<file path="src/rtl/hgt_pkg.sv">
// Shared types, codes and helper functions of the generational handle table.
package hgt_pkg;

  localparam logic [2:0] REQ_REGISTER   = 3'd0;
  localparam logic [2:0] REQ_UNREGISTER = 3'd1;
  localparam logic [2:0] REQ_RESTORE    = 3'd2;
  localparam logic [2:0] REQ_SET_STATE  = 3'd3;
  localparam logic [2:0] REQ_CLASSIFY   = 3'd4;
  localparam logic [2:0] REQ_RESERVE    = 3'd5;

  localparam logic [2:0] ST_OK        = 3'd0;
  localparam logic [2:0] ST_BADARG    = 3'd1;
  localparam logic [2:0] ST_EXISTS    = 3'd2;
  localparam logic [2:0] ST_NOTFOUND  = 3'd3;
  localparam logic [2:0] ST_RANGE     = 3'd4;
  localparam logic [2:0] ST_EXHAUSTED = 3'd5;

  localparam logic [1:0] VAL_VALID   = 2'd0;
  localparam logic [1:0] VAL_NULL    = 2'd1;
  localparam logic [1:0] VAL_UNKNOWN = 2'd2;
  localparam logic [1:0] VAL_STALE   = 2'd3;

  localparam logic [2:0] LC_CONSTRUCTED = 3'd0;
  localparam logic [2:0] LC_REGISTERED  = 3'd1;
  localparam logic [2:0] LC_INITIALIZED = 3'd2;
  localparam logic [2:0] LC_ACTIVE      = 3'd3;
  localparam logic [2:0] LC_PENDING     = 3'd4;
  localparam logic [2:0] LC_MAX         = 3'd5;

  localparam int HGEN_W = 16;
  localparam int BASE_W = 10;
  localparam logic [BASE_W-1:0] BASE_RESET = 10'd512;

  // Classification of a request made on acceptance.
  typedef struct packed {
    logic [2:0] req;
    logic       badarg;
    logic       in_tab;
    logic       is_null;
  } hgt_cls_t;

  localparam int CLS_W = $bits(hgt_cls_t);

  function automatic logic legal_move(input logic [2:0] from, input logic [2:0] to);
    logic ok;
    case (from)
      LC_REGISTERED:  ok = (to == LC_INITIALIZED) || (to == LC_PENDING);
      LC_INITIALIZED: ok = (to == LC_ACTIVE) || (to == LC_PENDING);
      LC_ACTIVE:      ok = (to == LC_PENDING);
      default:        ok = 1'b0;
    endcase
    return ok;
  endfunction

endpackage

</file>
<file path="src/rtl/hgt_front.sv">
// Front end: argument checks and classification of each incoming request.
module hgt_front import hgt_pkg::*; #(
  parameter int IDX_W    = 10,
  parameter int IDS      = 1024,
  parameter int GEN_BITS = 16
) (
  input  logic [2:0]        req_type,
  input  logic [31:0]       entity_id,
  input  logic [HGEN_W-1:0] handle_gen,
  input  logic [2:0]        state_value,
  output hgt_cls_t          cls,
  output logic [IDX_W-1:0]  idx
);

  localparam logic [32:0] GMAX = (33'd1 << GEN_BITS) - 33'd1;

  logic id_zero, gen_zero, sv_bad, gen_big;

  always_comb begin
    id_zero  = (entity_id == 32'd0);
    gen_zero = (handle_gen == '0);
    sv_bad   = (state_value > LC_MAX);
    gen_big  = (33'(handle_gen) > GMAX);
    cls.req     = req_type;
    cls.in_tab  = (33'(entity_id) < 33'(IDS));
    cls.is_null = id_zero || gen_zero;
    case (req_type)
      REQ_REGISTER:   cls.badarg = id_zero;
      REQ_RESTORE:    cls.badarg = id_zero || gen_zero || gen_big || sv_bad;
      REQ_UNREGISTER: cls.badarg = id_zero || gen_zero;
      REQ_SET_STATE:  cls.badarg = id_zero || gen_zero || sv_bad;
      REQ_CLASSIFY:   cls.badarg = 1'b0;
      REQ_RESERVE:    cls.badarg = 1'b0;
      default:        cls.badarg = 1'b1;
    endcase
    idx = entity_id[IDX_W-1:0];
  end

endmodule

</file>
<file path="config.mk">
export PLATFORM = sky130hd
export DESIGN_NAME = hgt_front
export DESIGN_NICKNAME = d
export VERILOG_FILES = /design/src/rtl/hgt_pkg.sv /design/src/rtl/hgt_front.sv
export SDC_FILE = /design/constraint.sdc
export NUM_CORES = 1
export LEC_CHECK = 0
export ABC_AREA = 1
export BUFFER_PORTS_ARGS = -buffer_cell sky130_fd_sc_hd__buf_4
export CORE_AREA = 2 2 39 41
export DETAILED_ROUTE_END_ITERATION = 7
export DIE_AREA = 0 0 41 43
export GPL_TIMING_DRIVEN = 0
export MAX_ROUTING_LAYER = met4
export PLACE_DENSITY = 0.86
export SYNTH_ARGS = -nofsm -noshare
export SYNTH_HDL_FRONTEND = slang
export SYNTH_SLANG_ARGS = --single-unit
export TNS_END_PERCENT = 5
</file>
<file path="constraint.sdc">
create_clock -name vclk -period 1.98
set_clock_uncertainty 0.1 [all_clocks]
set_input_delay 0.198 -clock vclk [all_inputs]
set_output_delay 0.198 -clock vclk [all_outputs]
set_load 0.05 [all_outputs]
</file>
==> results.json, run 1 <==
{
  "synth_area_leaders": "nor2_1 35%, buf_4 31%, nand2_1 16%, nand4_1 3.9%, or2_2 3.9%",
  "worst_pin_slew_ps": 202,
  "syn_nets": 121,
  "grt_max_degree": 4,
  "initial_core_util_pct": 23.1,
  "swShare_pct": 45.7,
  "wl_per_cell_um": 7.97,
  "seq_power_share_pct": 0,
  "hold_path.class": "input port to output pin",
  "first_pass_iters": 3,
  "ios": 70,
  "seq_cells": 0,
  "status": "completed",
  "pwr-share-comb_pct": 100.0,
  "syn_inst": 67,
  "syn2layout_area_growth_pct": 171,
  "drt-vias-per-instance": 4.16,
  "tns_ps": 0,
  "yosysSeqAreaShare_pct": 0,
  "drt-total-wl_um": 1210,
  "drtIter0Drc": 5,
  "slowest_delay_ps": 190,
  "p_leak_uw": 0.000483,
  "die_w_um": 41,
  "synth.avg_cell_area_um2": 4.76,
  "dr_total_vias": 633,
  "setup_viol": 0,
  "nNetsFinal": 192,
  "clkPwrFrac_pct": 0,
  "track_usage_pct": 14.2,
  "grt_overflow": 0,
  "cpLargestDelayFamily": "simple AND/OR/NAND/NOR gates",
  "rows": 14,
  "hold_violations": 0,
  "arrival_ps": 1200,
  "drive_gt1_share_pct": 64.0,
  "multi_input_area_um2": 224,
  "p_sw_uw": 92.7,
  "synth_area_um2": 319,
  "synth_cell_types": 10,
  "die_y_um": 43,
  "die_area_um2": 1760,
  "rsz0062_at_grt": "false",
  "slew_headroom_pct": 86.4,
  "dp_hpwl_um": 1180,
  "fmax_ghz": 0.667,
  "core_um2": 1380,
  "grt_antenna_before_repair": 0,
  "crit_required_ps": 1680,
  "cts_setup_buffers": 0,
  "power_density_nw_per_um2": 235,
  "portBuffers": 69,
  "timing.hold.ws_ps": 601,
  "gp_congestion": 0.709,
  "worstSetupEndpointType": "output pin",
  "slew_viol_final": 0,
  "grt_pass1_vias": 549,
  "fillCellCount": 129,
  "cp_max_fo": 2,
  "yosysTopAreaCell": "nor2_1",
  "drc_errors": 0,
  "peakVddDrop_mv": 0.157,
  "crit_slowest_cell": "buf_4",
  "fin_crit_ps": 1500,
  "ctsHoldBuffers": 0,
  "crit_chain": "buf_4 > nor2_1 > nand2_1 > nor2_1 > nand2_1 > nor2_2 > nor2_1 > nor2_1 > nand2_1 > nand2_1 > buf_4",
  "clock_buffers": 0,
  "crit_type": "input port to output pin",
  "final_antenna_net_count": 0,
  "finalCritPeriodShare_pct": 75.8,
  "num_antenna_cells": 0,
  "synth_top_area_share_pct": 35.3,
  "p_int_uw": 110,
  "crit_buf_inv": 2,
  "grt_pass1_wl_um": 1860,
  "post_cts_resized": 0,
  "critPathLaunchType": "input port",
  "cap_violations": 0,
  "yosysWarnings": 0,
  "regArea_um2": 0
}
-- cells by family (layout without fill, tap and decap cells) --
kind of cell	after synthesis	in the layout	synth area share (%)
AO/OA/AOI/OAI	1	1	1.57
buffers and inverters	14	83	31.8
AND/OR/NAND/NOR	52	52	66.7
-- layout by cell type, fill, tap and decap left out --
| master | netlist | layout |
|---|---|---|
| inv_2 | 1 | 1 |
| nor2_2 | 1 | 1 |
| nand4_1 | 2 | 2 |
| nor2_1 | 30 | 30 |
| buf_4 | 13 | 82 |
| nor4_2 | 0 | 1 |
| or2_2 | 2 | 2 |
| nand3_1 | 2 | 2 |
| nand2_1 | 14 | 14 |
| a21oi_1 | 1 | 1 |
-- Yosys cell counts --
master   instances
nand2_1         14
inv_2            1
nand4_1          2
nor2_1          30
nand3_1          2
nor2_2           1
buf_4           13
nor4_1           1
a21oi_1          1
or2_2            2
-- metrics by stage --
step | instances | instance area [um2] | setup WS, ps | total power [uW] | util [%]
6_report | 152 | 863 | 480 | 203 | 62.4
3_3_place_gp | 152 | 863 | 455 | 201 | 62.4
4_1_cts | 152 | 863 | 453 | 205 | 62.4
2_1_floorplan | 67 | 325 | 317 | 94.9 | -
3_5_place_dp | 152 | 863 | 454 | 204 | 62.4
5_1_grt | 152 | 863 | 293 | 217 | 62.4
-- layout make-up --
class,count,share of cell area (%)
Inverter,1,0.435
Multi-Input combinational cell,53,25.9
Timing Repair Buffer,69,60.0
Tap cell,16,2.32
Buffer,13,11.3
-- power by group through the flow --
stage / sequential, uW / clock [uW] / combinational (uW)
after global routing: 0 / 0 / 217
final: 0 / 0 / 203
after global placement: 0 / 0 / 201
after CTS: 0 / 0 / 205
after floorplan: 0 / 0 / 94.9
after detailed placement: 0 / 0 / 204
-- per-layer routing --
metal	track usage (%)	part of all wire, %	wire length, um	vias to the layer above
met2	28.7	56	682	37
met5	-	0	0	-
met3	0.524	11	130	0
met1	13.9	33	399	260
li1	-	-	-	336
met4	1.33	0	0	0
-- final timing paths --
kind          start  endpoint  cells after the start
max   entity_id[13]    cls[2]                     11
min   entity_id[11]    cls[1]                      3
Note: power is estimated with default switching activity, not from simulation.
==> inputs of run 2 (changes only) <==
ABC_AREA = 0   (was 1)
PLACE_DENSITY = 0.82   (was 0.86)
clock period = 1.5 ns   (was 1.98 ns; I/O delays follow)
==> run 2 against run 1 <==
The flow now finishes with violations (negative setup slack). First-iteration DRC count is 100% lower. Non-clock buffer count stayed put. Sequential share of layout area stayed put. Worst hold slack worse by 68 ps. Routed wire length is 0.17% higher. Critical path depth is 5 lower. Die area stayed put. Worst setup slack worse by 780 ps. Flip-flop and latch count stayed put. Global-route usage is 1.3 points lower. Final cell count is 20% lower. Combinational power is 33% higher. Largest cell class unchanged.
==> results.json, run 2 <==
{
  "worst_pin_slew_ps": 287,
  "final_common_cell": "buf_4",
  "slew_viol_final": 0,
  "rows": 14,
  "die_y_um": 43,
  "clock_buffers": 0,
  "fin_crit_ps": 1800,
  "drive_gt1_share_pct": 82.1,
  "yosysSeqAreaShare_pct": 0,
  "endpoint": "cls[2]",
  "yosysWarnings": 0,
  "crit_required_ps": 1250,
  "gp_congestion": 0.704,
  "cap_violations": 0,
  "grt_antenna_before_repair": 0,
  "cts_setup_buffers": 0,
  "ctsHoldBuffers": 0,
  "track_usage_pct": 12.9,
  "grt_overflow": 0,
  "synth_area_um2": 272,
  "synth.avg_cell_area_um2": 7.34,
  "setup_viol": 2,
  "status": "complete, but fails checks",
  "violations": "negative setup slack",
  "drt-total-wl_um": 1210,
  "syn_inst": 37,
  "yosysTopAreaCell": "buf_4",
  "grt_pass1_vias": 501,
  "slew_headroom_pct": 80.8,
  "arrival_ps": 1550,
  "mostFrequentLayoutCells": "78 x buf_4, 8 x nor4_1, 3 x buf_6",
  "crit_type": "input port to output pin",
  "drt-vias-per-instance": 4.45,
  "drc_errors": 0,
  "num_antenna_cells": 0,
  "syn2layout_area_growth_pct": 216,
  "worstSetupEndpointType": "output pin",
  "cp-startpoint": "entity_id[0]",
  "seq_cells": 0,
  "p_leak_uw": 0.000454,
  "pre_cts_ws_ps": -389,
  "power_uw": 269,
  "peakVddDrop_mv": 0.139,
  "ios": 70,
  "fmax_ghz": 0.555,
  "final_antenna_net_count": 0,
  "finalCritPeriodShare_pct": 120,
  "yosysMostFrequentCell": "buf_4",
  "drtIter0Drc": 0,
  "synth_top_area_share_pct": 35.9,
  "grt_max_degree": 4,
  "die_w_um": 41,
  "dr_total_vias": 543,
  "wl_per_cell_um": 9.95,
  "first_pass_iters": 1,
  "die_area_um2": 1760,
  "synth_area_leaders": "buf_4 36%, nor4_1 18%, nor4_4 7.8%, nand4_1 4.6%, nor4_2 4.6%",
  "power_density_nw_per_um2": 314,
  "setup_ws_ps": -301,
  "dp_hpwl_um": 1190,
  "grt_pass1_wl_um": 1640,
  "cp_max_fo": 2,
  "nNetsFinal": 162,
  "synthTopCellsByCount": "13 x buf_4, 8 x nor4_1, 2 x a21oi_1, 2 x nand4_1",
  "regArea_um2": 0,
  "rsz0062_at_grt": "true",
  "critPathLaunchType": "input port",
  "portBuffers": 69,
  "hold_path.class": "input port to output pin",
  "initial_core_util_pct": 19.6,
  "syn_nets": 91,
  "hold_violations": 0,
  "fillCellCount": 127,
  "core_um2": 1380,
  "synth_cell_types": 16
}
==> run 2: changes by cell type after synthesis, sizes merged <==
cell / before / now
a21oi: 1 / 2
and3: 0 / 1
and4: 0 / 1
nand2: 14 / 1
nand3: 2 / 0
nor2: 31 / 1
nor2b: 0 / 1
nor4: 1 / 10
o21bai: 0 / 1
o2bb2ai: 0 / 1
or2: 2 / 0
or4: 0 / 2
==> run 2: layout make-up <==
cell class	count	area, um2	share of cell area (%)
timing repair buffer	69	537	62.5
buffer	13	97.6	11.4
multi-input combinational	23	200	23.3
inverter	1	3.75	0.437
tap	16	20.0	2.33
==> run 2: layer usage <==
metal | vias up | share of wire, % | global-route usage, %
li1 | 272 | - | -
met2 | 41 | 59 | 28.7
met1 | 230 | 27 | 10.1
met5 | - | 0 | -
met4 | 0 | 0 | 0
met3 | 0 | 14 | 1.05
==> run 2: where the power goes <==
group | internal, uW | total [uW] | switching [uW]
registers | 0 | 0 | 0
logic | 149 | 269 | 120
clock network | 0 | 0 | 0
total | 149 | 269 | 120
==> run 2: logic make-up after synthesis <==
kind of cell,share of synthesized area (%)
compound gates,9.68
buf+inv,37.3
simple gates,53.0
==> run 2: stage by stage <==
stage | cell area (um2) | hold slack (ps) | TNS [ps] | instances | util [%]
floorplan | 293 | 367 | -226 | 37 | -
global placement | 831 | 546 | -668 | 122 | 60.0
detailed placement | 831 | 551 | -720 | 122 | 60.0
CTS | 858 | 536 | -618 | 122 | 62.0
global route | 858 | 545 | -741 | 122 | 62.0
finish | 858 | 533 | -547 | 122 | 62.0
==> run 2: worst max-delay path, cell delays in order <==
cell and delay (ps):
buf_6 90, or4_4 530, nor4_4 220, nand4_1 210, o2bb2ai_4 180, buf_8 160
==> run 2: how the worst min path moves through the flow <==
stage,startpoint,to,slack [ps],cells past startpoint
after CTS,entity_id[3],idx[3],540,3
after global placement,entity_id[9],idx[9],550,3
after global routing,entity_id[3],idx[3],540,3
final,entity_id[3],idx[3],530,3
after detailed placement,entity_id[7],idx[7],550,3
after floorplan,req_type[0],cls[3],370,1
==> run 2: repair_timing <==
item / 4_1_cts / 5_1_grt
endpoints found under the setup margin: 2 / 2
gates cloned: 0 / 0
pin swaps: 1 / 1
resized for setup: 6 / 0
