<file path="config.mk">
export PLATFORM = sky130hd
export DESIGN_NAME = hgt_queue
export DESIGN_NICKNAME = d
export VERILOG_FILES = /design/src/rtl/hgt_queue.sv
export SDC_FILE = /design/constraint.sdc
export NUM_CORES = 1
export LEC_CHECK = 0
export BUFFER_PORTS_ARGS = -buffer_cell sky130_fd_sc_hd__buf_2
export CAP_MARGIN = 5
export CORE_MARGIN = 8
export CORE_UTILIZATION = 52
export CTS_BUF_LIST = sky130_fd_sc_hd__clkbuf_2
export CTS_CLUSTER_DIAMETER = 60
export DETAILED_ROUTE_END_ITERATION = 12
export PLACE_DENSITY = 0.79
export SLEW_MARGIN = 0
export SYNTH_ARGS = -nofsm -noshare
export SYNTH_HDL_FRONTEND = slang
export SYNTH_SLANG_ARGS = --single-unit
</file>
<file path="constraint.sdc">
create_clock -name clk -period 1.6 [get_ports clk]
set_input_delay 0.16 -clock clk [delete_from_list [all_inputs] [get_ports clk]]
set_output_delay 0.16 -clock clk [all_outputs]
set_load 0.01 [all_outputs]
</file>
<file path="src/rtl/hgt_queue.sv">
// Two-entry queue between the front end and the table sequencer.
module hgt_queue #(
  parameter int WIDTH = 8
) (
  input  logic             clk,
  input  logic             rst_n,
  input  logic             push,
  input  logic [WIDTH-1:0] push_data,
  input  logic             pop,
  output logic [WIDTH-1:0] head,
  output logic             empty,
  output logic             full
);

  logic [WIDTH-1:0] slot_r [2];
  logic             wp_r, wp_nxt, rp_r, rp_nxt;
  logic [1:0]       cnt_r, cnt_nxt;

  always_comb begin
    wp_nxt  = wp_r ^ push;
    rp_nxt  = rp_r ^ pop;
    cnt_nxt = cnt_r + {1'b0, push} - {1'b0, pop};
    head    = slot_r[rp_r];
    empty   = (cnt_r == 2'd0);
    full    = (cnt_r == 2'd2);
  end

  always_ff @(posedge clk) begin
    if (!rst_n) begin
      wp_r  <= 1'b0;
      rp_r  <= 1'b0;
      cnt_r <= 2'd0;
    end else begin
      wp_r  <= wp_nxt;
      rp_r  <= rp_nxt;
      cnt_r <= cnt_nxt;
    end
    if (push) begin
      slot_r[wp_r] <= push_data;
    end
  end

endmodule

</file>
==> results of run 1 <==
-- what timing repair did --
action / 4_1_cts / 5_1_grt
hold buffers: 0 / 7
gates resized for setup: 0 / 1
setup endpoints to repair: 0 / 8
hold endpoints to repair: 0 / 13
buffers inserted: 0 / 0
-- state kept, by name (all words and copies together), names as in the netlist, named ones only --
| register | flops |
|---|---|
| slot_r | 16 |
| cnt_r | 2 |
| rp_r | 1 |
| wp_r | 1 |
-- stage by stage --
stage	setup slack, ps	hold slack [ps]	instance area [µm²]	std cells	total power, mW
3_5_place_dp	396	354	930	82	0.850
4_1_cts	12.7	1.69	950	86	1.06
6_report	167	34.7	1020	93	1.05
2_1_floorplan	449	259	810	46	0.780
5_1_grt	69.5	2.33	1020	93	1.11
3_3_place_gp	398	348	930	82	0.842
-- power groups by stage --
stage / sequential [mW] / combinational (mW) / clock [mW]
2_1_floorplan: 0.658 / 0.122 / 0
3_3_place_gp: 0.668 / 0.175 / 0
3_5_place_dp: 0.671 / 0.178 / 0
4_1_cts: 0.659 / 0.179 / 0.219
5_1_grt: 0.665 / 0.207 / 0.238
6_report: 0.658 / 0.187 / 0.208
-- path summary, 6_finish.rpt --
| kind | slack [ps] | from | cells past startpoint | to |
|---|---|---|---|---|
| worst min register to register | 570 | wp_r | 3 | wp_r |
| worst min-delay path | 30 | push_data[0] | 1 | slot_r[1][0] |
| worst max-delay path | 170 | register | 2 | head[2] |
| worst max register to register | 370 | cnt_r[0] | 6 | cnt_r[1] |
-- cell usage in the layout, fill, tap and decap left out, drive strengths merged --
| master | Yosys | routed |
|---|---|---|
| xor2 | 1 | 1 |
| nor2 | 1 | 1 |
| dlygate4sd3 | 0 | 7 |
| ha | 4 | 4 |
| dfxtp | 5 | 5 |
| clkinv | 0 | 1 |
| xnor3 | 1 | 1 |
| buf | 1 | 21 |
| nor2b | 3 | 3 |
| and2 | 3 | 3 |
| mux2 | 8 | 8 |
| edfxtp | 16 | 16 |
| inv | 3 | 3 |
| clkbuf | 0 | 3 |
-- worst max-delay path, delay by kind of cell, from the launching register on --
family   cells  cell delay, ps
mux          1             360
flops        1             470
buf+inv      1             140
-- cells by family (layout without fill, tap and decap cells) --
kind of cell	after synthesis	count (layout)	synth area share, %
XOR/XNOR	2	2	3.86
buffers and inverters	4	35	2.01
AND/OR/NAND/NOR	7	7	5.10
multiplexers	8	8	11.1
adder cells (fa/ha/maj)	4	4	6.18
flip-flops	21	21	71.7
-- per-layer routing --
metal	vias to the layer above	GRT usage [%]	part of all wire, %
li1	224	-	-
met1	217	9.43	43
met2	15	12.5	50
met3	0	5.02	6.9
met4	0	4.23	0
met5	-	0	0
-- final cells by class --
type	count	share of cell area, %
Inverter	3	1.10
Tap cell	16	1.96
Clock buffer	3	1.47
Timing Repair Buffer	28	17.2
Sequential cell	21	57.0
Clock inverter	1	0.490
Multi-Input combinational cell	21	20.8
==> results.ini, run 1 <==
[die]
core_area_mm2=0.00149
die_y_um=55.5
chipWidth_um=55.5
ios=22
fp-row-count=14
dieArea_mm2=0.00308
start_util_pct=54.4

[flow_run]
max_cap_violations=0

[synthesis]
synth_edf_count=16
synth_cells=46
ys_ff_latch=21
synth.most_common_cell=edfxtp_1
synth_top_cell_area_share_pct=59.4
synth_common_cells=edfxtp_1, mux2_2, dfxtp_1
synth.distinct_cells=11
synth.largest_area_cell=edfxtp_1
synthesis.area_um2=810
yosys-top-cells-area=edfxtp_1, dfxtp_1, mux2_2, ha_1, xnor3_1
ys_seq_area_share_pct=71.7
syn_nets=62
ys_warn_count=0
ys.flop_type=edfxtp_1
avgSynthCellArea_um2=17.6
ys_async_sr_fraction_pct=0

[timing]
maxSlewHeadroom_pct=72.7
min_period_ps=1430
min_period_over_period_pct=89.6
setup_violations=0
tns_ps=0
rsz0062_at_grt=no
worst_clock_skew_ps=1.28
finalHoldViolations=0
tightest_slew_ps=409
maxSlewViolCount=0
max_freq_mhz=698

[cells_and_area]
syn_to_final_growth_pct=26.1
drive_gt1_share_pct=44.2
antenna_cells=0
fin_nets=94
fill_cells=109
utilization_pct=68.6
multiInputGateArea_um2=213
regArea_um2=582

[clock_network]
cts-buffers-inserted=3
cts-root-buf=clkbuf_2
cts_max_level=1
clock_sinks=21
clockBufferDepth=2
clkLatencyLatePin_ps=300
clk_pin_slew_ps=180
cts_tree=done

[global_routing]
first_global_vias=455
grt_usage_pct=8.48
grt_max_degree=13
grt_first_pass_wirelength_mm=2.12
overflow=0
antenna_found_initial=0

[hold_path]
min_path_type=in2reg

[route]
vias=456
final_antenna_net_count=0
drt_iter0_markers=3
totalWireLength_mm=1.27
drc=0
routedWlPerCell_um=13.7
viasPerCell=4.90
dr.pass1.iters=3

[pwr]
peakVddDrop_mv=0.563
pwr-share-clk_pct=19.7
combPwrFrac_pct=17.8
power.density_mw_per_mm2=1030
power_frac_seq_pct=62.5
p_sw_uw=253
swShare_pct=24.0
cellLeakagePower_nw=0.427
internal_power_uw=801

[worst_setup_path]
path_class=reg2out
end_kind=primary output
crit_path_max_incr_delay_ps=470
required_ps=1440
path_max_fanout=8
start_kind=register
slowest_stage=dfxtp_2
critPathArrivalTime_ps=1270
crit_chain=mux2_2, buf_2

[place]
io_buffers=21
place_congestion=0.667

[outcome]
status=finished, final reports clean

No activity file was read; power rests on OpenSTA's default activity.
==> run 2, diff against run 1 <==
--- a/config.mk
+++ b/config.mk
@@ -5,14 +5,15 @@
 export SDC_FILE = /design/constraint.sdc
 export NUM_CORES = 1
 export LEC_CHECK = 0
+export ABC_AREA = 1
 export BUFFER_PORTS_ARGS = -buffer_cell sky130_fd_sc_hd__buf_2
 export CAP_MARGIN = 5
 export CORE_MARGIN = 8
-export CORE_UTILIZATION = 52
+export CORE_UTILIZATION = 53
 export CTS_BUF_LIST = sky130_fd_sc_hd__clkbuf_2
 export CTS_CLUSTER_DIAMETER = 60
 export DETAILED_ROUTE_END_ITERATION = 12
-export PLACE_DENSITY = 0.79
+export PLACE_DENSITY = 0.8
 export SLEW_MARGIN = 0
 export SYNTH_ARGS = -nofsm -noshare
 export SYNTH_HDL_FRONTEND = slang
==> run 2 against run 1 <==
  * Fmax decreased by 0.60%
  * Die area rose by 1.7%
  * Sequential power about the same
  * First-iteration DRC count is 33% lower
  * Routed wire length grew 3.0%
  * Critical endpoint is now head[5]
  * Highest routed layer is now met4
  * Sequential cell count did not move
  * Clock skew rose by 0.69 ps
  * Combinational power decreased by 9%
  * Largest cell class unchanged
  * Non-clock buffer count shrank 7
==> results.ini, run 2 <==
[cells_and_area]
antenna_cells=0  ; unchanged
final_area_um2=980  ; was 0.00102 mm²
fill_cells=118  ; was 109
utilization_pct=65.0  ; was 68.6%
layout_common_cells=buf_2, edfxtp_1, mux2_4, inv_1, nor2_1  ; was buf_2, edfxtp_1, mux2_2, dlygate4sd3_1
largest_reg_flops=16  ; unchanged
largestRegisters=slot_r x16, cnt_r x2  ; unchanged
fin_nets=95  ; was 94
regArea_um2=582  ; unchanged
syn_to_final_growth_pct=16.0  ; was 26.1%
multiInputGateArea_um2=226  ; was 213 µm²
top_register=slot_r  ; unchanged
finalNonFillerCells=94  ; was 93
final_common_cell=buf_2  ; unchanged
drive_gt1_share_pct=43.6  ; was 44.2%

[pwr]
power_mw=1.04  ; was 1.05 mW
swShare_pct=24.1  ; was 24.0%
peakVddDrop_mv=0.647  ; was 0.563 mV
cellLeakagePower_nw=0.440  ; was 0.427 nW
power_frac_seq_pct=63.3  ; was 62.5%
internal_power_uw=787  ; was 801 µW
power.density_mw_per_mm2=1060  ; was 1030 mW/mm²
pwr-share-clk_pct=20.3  ; was 19.7%
combPwrFrac_pct=16.4  ; was 17.8%
p_sw_uw=249  ; was 253 µW

[global_routing]
first_global_vias=508  ; was 455
overflow=0  ; unchanged
grt_first_pass_wirelength_mm=2.21  ; was 2.12 mm
grt_usage_pct=8.75  ; was 8.48%
grt_max_degree=12  ; was 13
antenna_found_initial=0  ; unchanged

[clock_network]
cts_max_level=1  ; unchanged
clk_pin_slew_ps=180  ; about the same
cts-buffers-inserted=3  ; unchanged
cts-root-buf=clkbuf_2  ; unchanged
cts_tree=done  ; unchanged
clkLatencyLatePin_ps=290  ; was 300 ps
clockBufferDepth=2  ; unchanged
clock_sinks=21  ; unchanged

[worst_setup_path]
crit_end=head[5]  ; was head[2]
start_kind=register  ; unchanged
critPathArrivalTime_ps=1280  ; was 1270 ps
end_kind=primary output  ; unchanged
required_ps=1440  ; about the same
reg2reg_from=cnt_r[0]  ; unchanged
path_max_fanout=8  ; unchanged
r2r_cells=8  ; was 6
ff2ff_setup_slack_ps=300  ; was 370 ps
path_class=reg2out  ; unchanged
worstReg2RegEnd=cnt_r[1]  ; unchanged

[route]
final_antenna_net_count=0  ; unchanged
drt_iter0_markers=2  ; was 3
totalWireLength_mm=1.31  ; was 1.27 mm
viasPerCell=4.84  ; was 4.90
vias=455  ; was 456
drc=0  ; unchanged
dr.pass1.iters=4  ; was 3
routedWlPerCell_um=13.9  ; was 13.7 µm

[outcome]
status=finished, final reports clean  ; unchanged

[synthesis]
yosys.area_share.adder_pct=5.93  ; was 6.18%
avgSynthCellArea_um2=15.6  ; was 17.6 µm²
ys_async_sr_fraction_pct=0  ; unchanged
yosys-top-cells-area=edfxtp_1, mux2_4, dfxtp_1, ha_1, inv_1  ; was edfxtp_1, dfxtp_1, mux2_2, ha_1, xnor3_1
synth_edf_count=16  ; unchanged
ys_ff_latch=21  ; unchanged
synth_mux_area_share_pct=14.2  ; was 11.1%
synth.largest_area_cell=edfxtp_1  ; unchanged
synthesis.area_um2=845  ; was 810 µm²
ys.flop_type=edfxtp_1  ; unchanged
syn_nets=70  ; was 62
synth_common_cells=edfxtp_1, mux2_4, inv_1  ; was edfxtp_1, mux2_2, dfxtp_1
synth_top_cell_area_share_pct=56.9  ; was 59.4%
synth.distinct_cells=11  ; unchanged
synth_top_family_by_area=multiplexers  ; unchanged
synth_cells=54  ; was 46
synth_xor_area_share_pct=1.04  ; was 3.86%
synthSimpleGateAreaFrac_pct=5.04  ; was 5.10%
ys_seq_area_share_pct=68.7  ; was 71.7%
ys_warn_count=0  ; unchanged
synth_compound_area_share_pct=0.593  ; was 0%
synth.most_common_cell=edfxtp_1  ; unchanged

[place]
io_buffers=21  ; unchanged
place_congestion=0.608  ; was 0.667
place_hpwl_mm=1.07
dp_cells=90  ; was 82
dpl_cell_area_um2=958  ; was 930 µm²

[timing]
min_period_ps=1440  ; was 1430 ps
maxSlewViolCount=0  ; unchanged
tns_ps=0  ; unchanged
min_period_over_period_pct=90.1  ; was 89.6%
finalHoldViolations=0  ; unchanged
maxSlewHeadroom_pct=75.0  ; was 72.7%
worst_clock_skew_ps=1.97  ; was 1.28 ps
max_freq_mhz=693  ; was 698 MHz
rsz0062_at_grt=no  ; unchanged
setup_violations=0  ; unchanged
tightest_slew_ps=375  ; was 409 ps

[die]
chipWidth_um=55.9  ; was 55.5 µm
fp-row-count=14  ; unchanged
start_util_pct=56.1  ; was 54.4%
dieArea_mm2=0.00313  ; was 0.00308 mm²
ios=22  ; unchanged
core_area_mm2=0.00151  ; was 0.00149 mm²
die_y_um=55.9  ; was 55.5 µm

[flow_run]
max_cap_violations=0  ; unchanged

[hold_path]
min_path_type=in2reg  ; unchanged

## run 2: changes by cell type after synthesis, moves of 3 or more
cell,delta
inv_1,+4
mux2_2,-8
nor2_1,+5
mux2_4,+8
and2_1,-3
nand2_1,+4
nor2b_1,-3
## run 2: cell type report
| cell class | count | share of cell area [%] |
|---|---|---|
| tap | 16 | 2.04 |
| clock buffer | 4 | 2.04 |
| inverter | 7 | 2.68 |
| sequential | 21 | 59.4 |
| multi-input combinational | 25 | 23.1 |
| timing repair buffer | 21 | 10.7 |
## run 2: kinds of logic after synthesis
family | count (synthesis)
flops | 21
simple gates | 11
fa+ha+maj | 4
xor+xnor | 1
mux | 8
compound gates | 1
buf+inv | 8
## run 2: timing repair
item,CTS,global route
buffers inserted,0,0
gates resized for setup,1,0
hold buffers,0,0
setup endpoints to repair,8,0
## run 2: stage by stage
| stage | setup WS (ps) | hold slack (ps) |
|---|---|---|
| after floorplan | 403 | 253 |
| after global placement | 360 | 349 |
| after detailed placement | 313 | 357 |
| after CTS | 132 | 31.2 |
| after global routing | 71.6 | 10.1 |
| final | 158 | 37.1 |
## run 2: per-layer routing
metal | share of wire [%] | global-route usage (%) | up-vias | wire (µm)
met5 | 0 | 0 | - | 0
met4 | 0.54 | 4.12 | 0 | 7
met3 | 6.9 | 3.65 | 2 | 90
met2 | 55 | 16.7 | 10 | 725
met1 | 37 | 7.58 | 211 | 485
li1 | - | - | 232 | -
## run 2: power by group through the flow
stage               Sequential [mW]  Clock (mW)  Combinational, mW
global route                  0.662       0.236              0.190
floorplan                     0.654           0              0.125
finish                        0.655       0.210              0.170
global placement              0.665           0              0.167
CTS                           0.656       0.216              0.176
detailed placement            0.668           0              0.176
## run 2: worst min-delay path by stage
stage	from	to	cells past startpoint	slack [ps]
finish	push_data[4]	slot_r[0][4]	1	40
global route	push_data[4]	slot_r[1][4]	1	10
CTS	push_data[4]	slot_r[0][4]	1	30
detailed placement	push_data[4]	slot_r[1][4]	1	360
global placement	push_data[4]	slot_r[1][4]	1	350
floorplan	rst_n	cnt_r[0]	2	250
## run 2: worst max-delay path: stages, from the launching register on
cell	delay, ps
dfxtp_2	520
mux2_4	330
buf_2	140
==> run 3, diff against run 2 <==
--- a/config.mk
+++ b/config.mk
@@ -13,7 +13,7 @@
 export CTS_BUF_LIST = sky130_fd_sc_hd__clkbuf_2
 export CTS_CLUSTER_DIAMETER = 60
 export DETAILED_ROUTE_END_ITERATION = 12
-export PLACE_DENSITY = 0.8
+export PLACE_DENSITY = 0.82
 export SLEW_MARGIN = 0
 export SYNTH_ARGS = -nofsm -noshare
 export SYNTH_HDL_FRONTEND = slang
==> run 3 against run 2 <==
  * Combinational power rose by 5%
  * Design area up 6.1%
  * Critical path depth unchanged
  * Non-clock buffer count rose by 6
  * Hold slack about the same
  * Register-to-register slack improved by 20 ps
  * Setup slack worse by 3.4 ps
  * Core utilization up 4.0 points
  * Via count is 5.9% higher
  * Critical endpoint is now head[4]
  * Clock power about the same
  * Cell count is 6.4% higher
  * Sequential power is essentially flat
==> results.ini, run 3 (synthesis gave the netlist of run 2 again) <==
[cells_and_area]
top_register=slot_r  ; unchanged
syn_to_final_growth_pct=23.1  ; was 16.0%
largest_reg_flops=16  ; unchanged
antenna_cells=0  ; unchanged
final_common_cell=buf_2  ; unchanged
drive_gt1_share_pct=40.5  ; was 43.6%
layout_common_cells=buf_2, edfxtp_1, mux2_4, inv_1  ; was buf_2, edfxtp_1, mux2_4, inv_1, nor2_1
largestRegisters=slot_r x16, cnt_r x2  ; unchanged
regArea_um2=582  ; unchanged
fill_cells=114  ; was 118
utilization_pct=69.0  ; was 65.0%
finalNonFillerCells=100  ; was 94
multiInputGateArea_um2=226  ; unchanged
fin_nets=101  ; was 95
final_area_mm2=0.00104  ; was 980 µm²

[hold_path]
min_path_type=in2reg  ; unchanged

[timing]
min_period_ps=1450  ; was 1440 ps
timing.hold.ws_ps=36.7  ; was 37.1 ps
maxSlewViolCount=0  ; unchanged
max_freq_mhz=692  ; was 693 MHz
maxSlewHeadroom_pct=75.8  ; was 75.0%
setup_violations=0  ; unchanged
finalHoldViolations=0  ; unchanged
worst_clock_skew_ps=4.17  ; was 1.97 ps
tns_ps=0  ; unchanged
setup_ws_ps=154  ; was 158 ps
min_period_over_period_pct=90.3  ; was 90.1%
rsz0062_at_grt=no  ; unchanged
tightest_slew_ps=364  ; was 375 ps

[die]
chipWidth_um=55.9  ; unchanged
die_y_um=55.9  ; unchanged
dieArea_mm2=0.00313  ; unchanged
fp-row-count=14  ; unchanged
ios=22  ; unchanged
core_area_mm2=0.00151  ; unchanged
start_util_pct=56.1  ; unchanged

[clock_network]
clockBufferDepth=2  ; unchanged
cts-buffers-inserted=3  ; unchanged
cts_setup_buffers=0  ; unchanged
clk_pin_slew_ps=170  ; was 180 ps
cts-root-buf=clkbuf_2  ; unchanged
clkLatencyLatePin_ps=300  ; was 290 ps
cts_max_level=1  ; unchanged
clock_sinks=21  ; unchanged
cts_tree=done  ; unchanged

[pwr]
cellLeakagePower_nw=0.465  ; was 0.440 nW
power.density_mw_per_mm2=1010  ; was 1060 mW/mm²
peakVddDrop_mv=0.576  ; was 0.647 mV
power_mw=1.05  ; was 1.04 mW

[route]
totalWireLength_mm=1.29  ; was 1.31 mm
dr.pass1.iters=4  ; unchanged
vias=482  ; was 455
routedWlPerCell_um=12.9  ; was 13.9 µm
final_antenna_net_count=0  ; unchanged
drt_iter0_markers=5  ; was 2
viasPerCell=4.82  ; was 4.84
drc=0  ; unchanged

[place]
place_congestion=0.645  ; was 0.608
place_hpwl_um=964  ; was 1.07 mm
io_buffers=21  ; unchanged
dpl_cell_area_um2=958  ; unchanged
dp_cells=90  ; unchanged
post-place-ws_ps=323  ; was 313 ps

[worst_setup_path]
start_kind=register  ; unchanged
end_kind=primary output  ; unchanged
path_class=reg2out  ; unchanged
slowest_stage=dfxtp_2  ; unchanged
critPathArrivalTime_ps=1290  ; was 1280 ps
path_max_fanout=8  ; unchanged
crit_path_max_incr_delay_ps=520  ; about the same
required_ps=1440  ; about the same
crit_chain=mux2_4, buf_2  ; unchanged
path_buf_inv=1  ; unchanged
cp_top_family=flip-flops  ; unchanged

[global_routing]
overflow=0  ; unchanged
first_global_vias=481  ; was 508
grt_usage_pct=8.59  ; was 8.75%
grt_max_degree=12  ; unchanged
grt_first_pass_wirelength_mm=2.15  ; was 2.21 mm
antenna_found_initial=0  ; unchanged

[outcome]
status=finished, final reports clean  ; unchanged

[flow_run]
max_cap_violations=0  ; unchanged

run 3: cell types whose count changed in the layout (fill, tap and decap cells not counted), sizes merged:
cell	previous run	this run
dlygate4sd3	0	6
run 3: layout make-up:
type	count	area share [%]
Timing Repair Buffer	27	15.9
Sequential cell	21	56.0
Clock buffer	4	1.93
Inverter	7	2.53
Multi-Input combinational cell	25	21.8
Tap cell	16	1.93
run 3: power by group:
group,internal [mW],leakage [nW],switching (mW)
logic,0.0990,0.257,0.0801
clock network,0.0662,0.0166,0.144
registers,0.631,0.192,0.0252
total,0.796,0.465,0.249
run 3: layer usage:
layer  GRT usage, %  wire length (µm)
met1           8.86               602
met2           13.9               574
met3           4.57                91
met4           4.12                23
met5              0                 0
run 3: worst register-to-register path, delay by kind of cell, from the launching register on:
kind	cells	cell delay, ps
adder cells (fa/ha/maj)	2	440
flip-flops	1	390
buffers and inverters	3	140
AO/OA/AOI/OAI	1	120
AND/OR/NAND/NOR	2	110
run 3: what timing repair did:
item,CTS,global route
gates resized for setup,1,0
endpoints found under the setup margin,8,0
hold endpoints to repair,0,12
hold buffers,0,6
run 3: path summary, 6_finish.rpt:
check / start / to / slack (ps) / cells past startpoint
worst max-delay path: register / head[4] / 150 / 2
worst min-delay path: push_data[4] / slot_r[1][4] / 40 / 1
worst max register to register: cnt_r[0] / cnt_r[1] / 320 / 8
worst min register to register: rp_r / register / 540 / 2
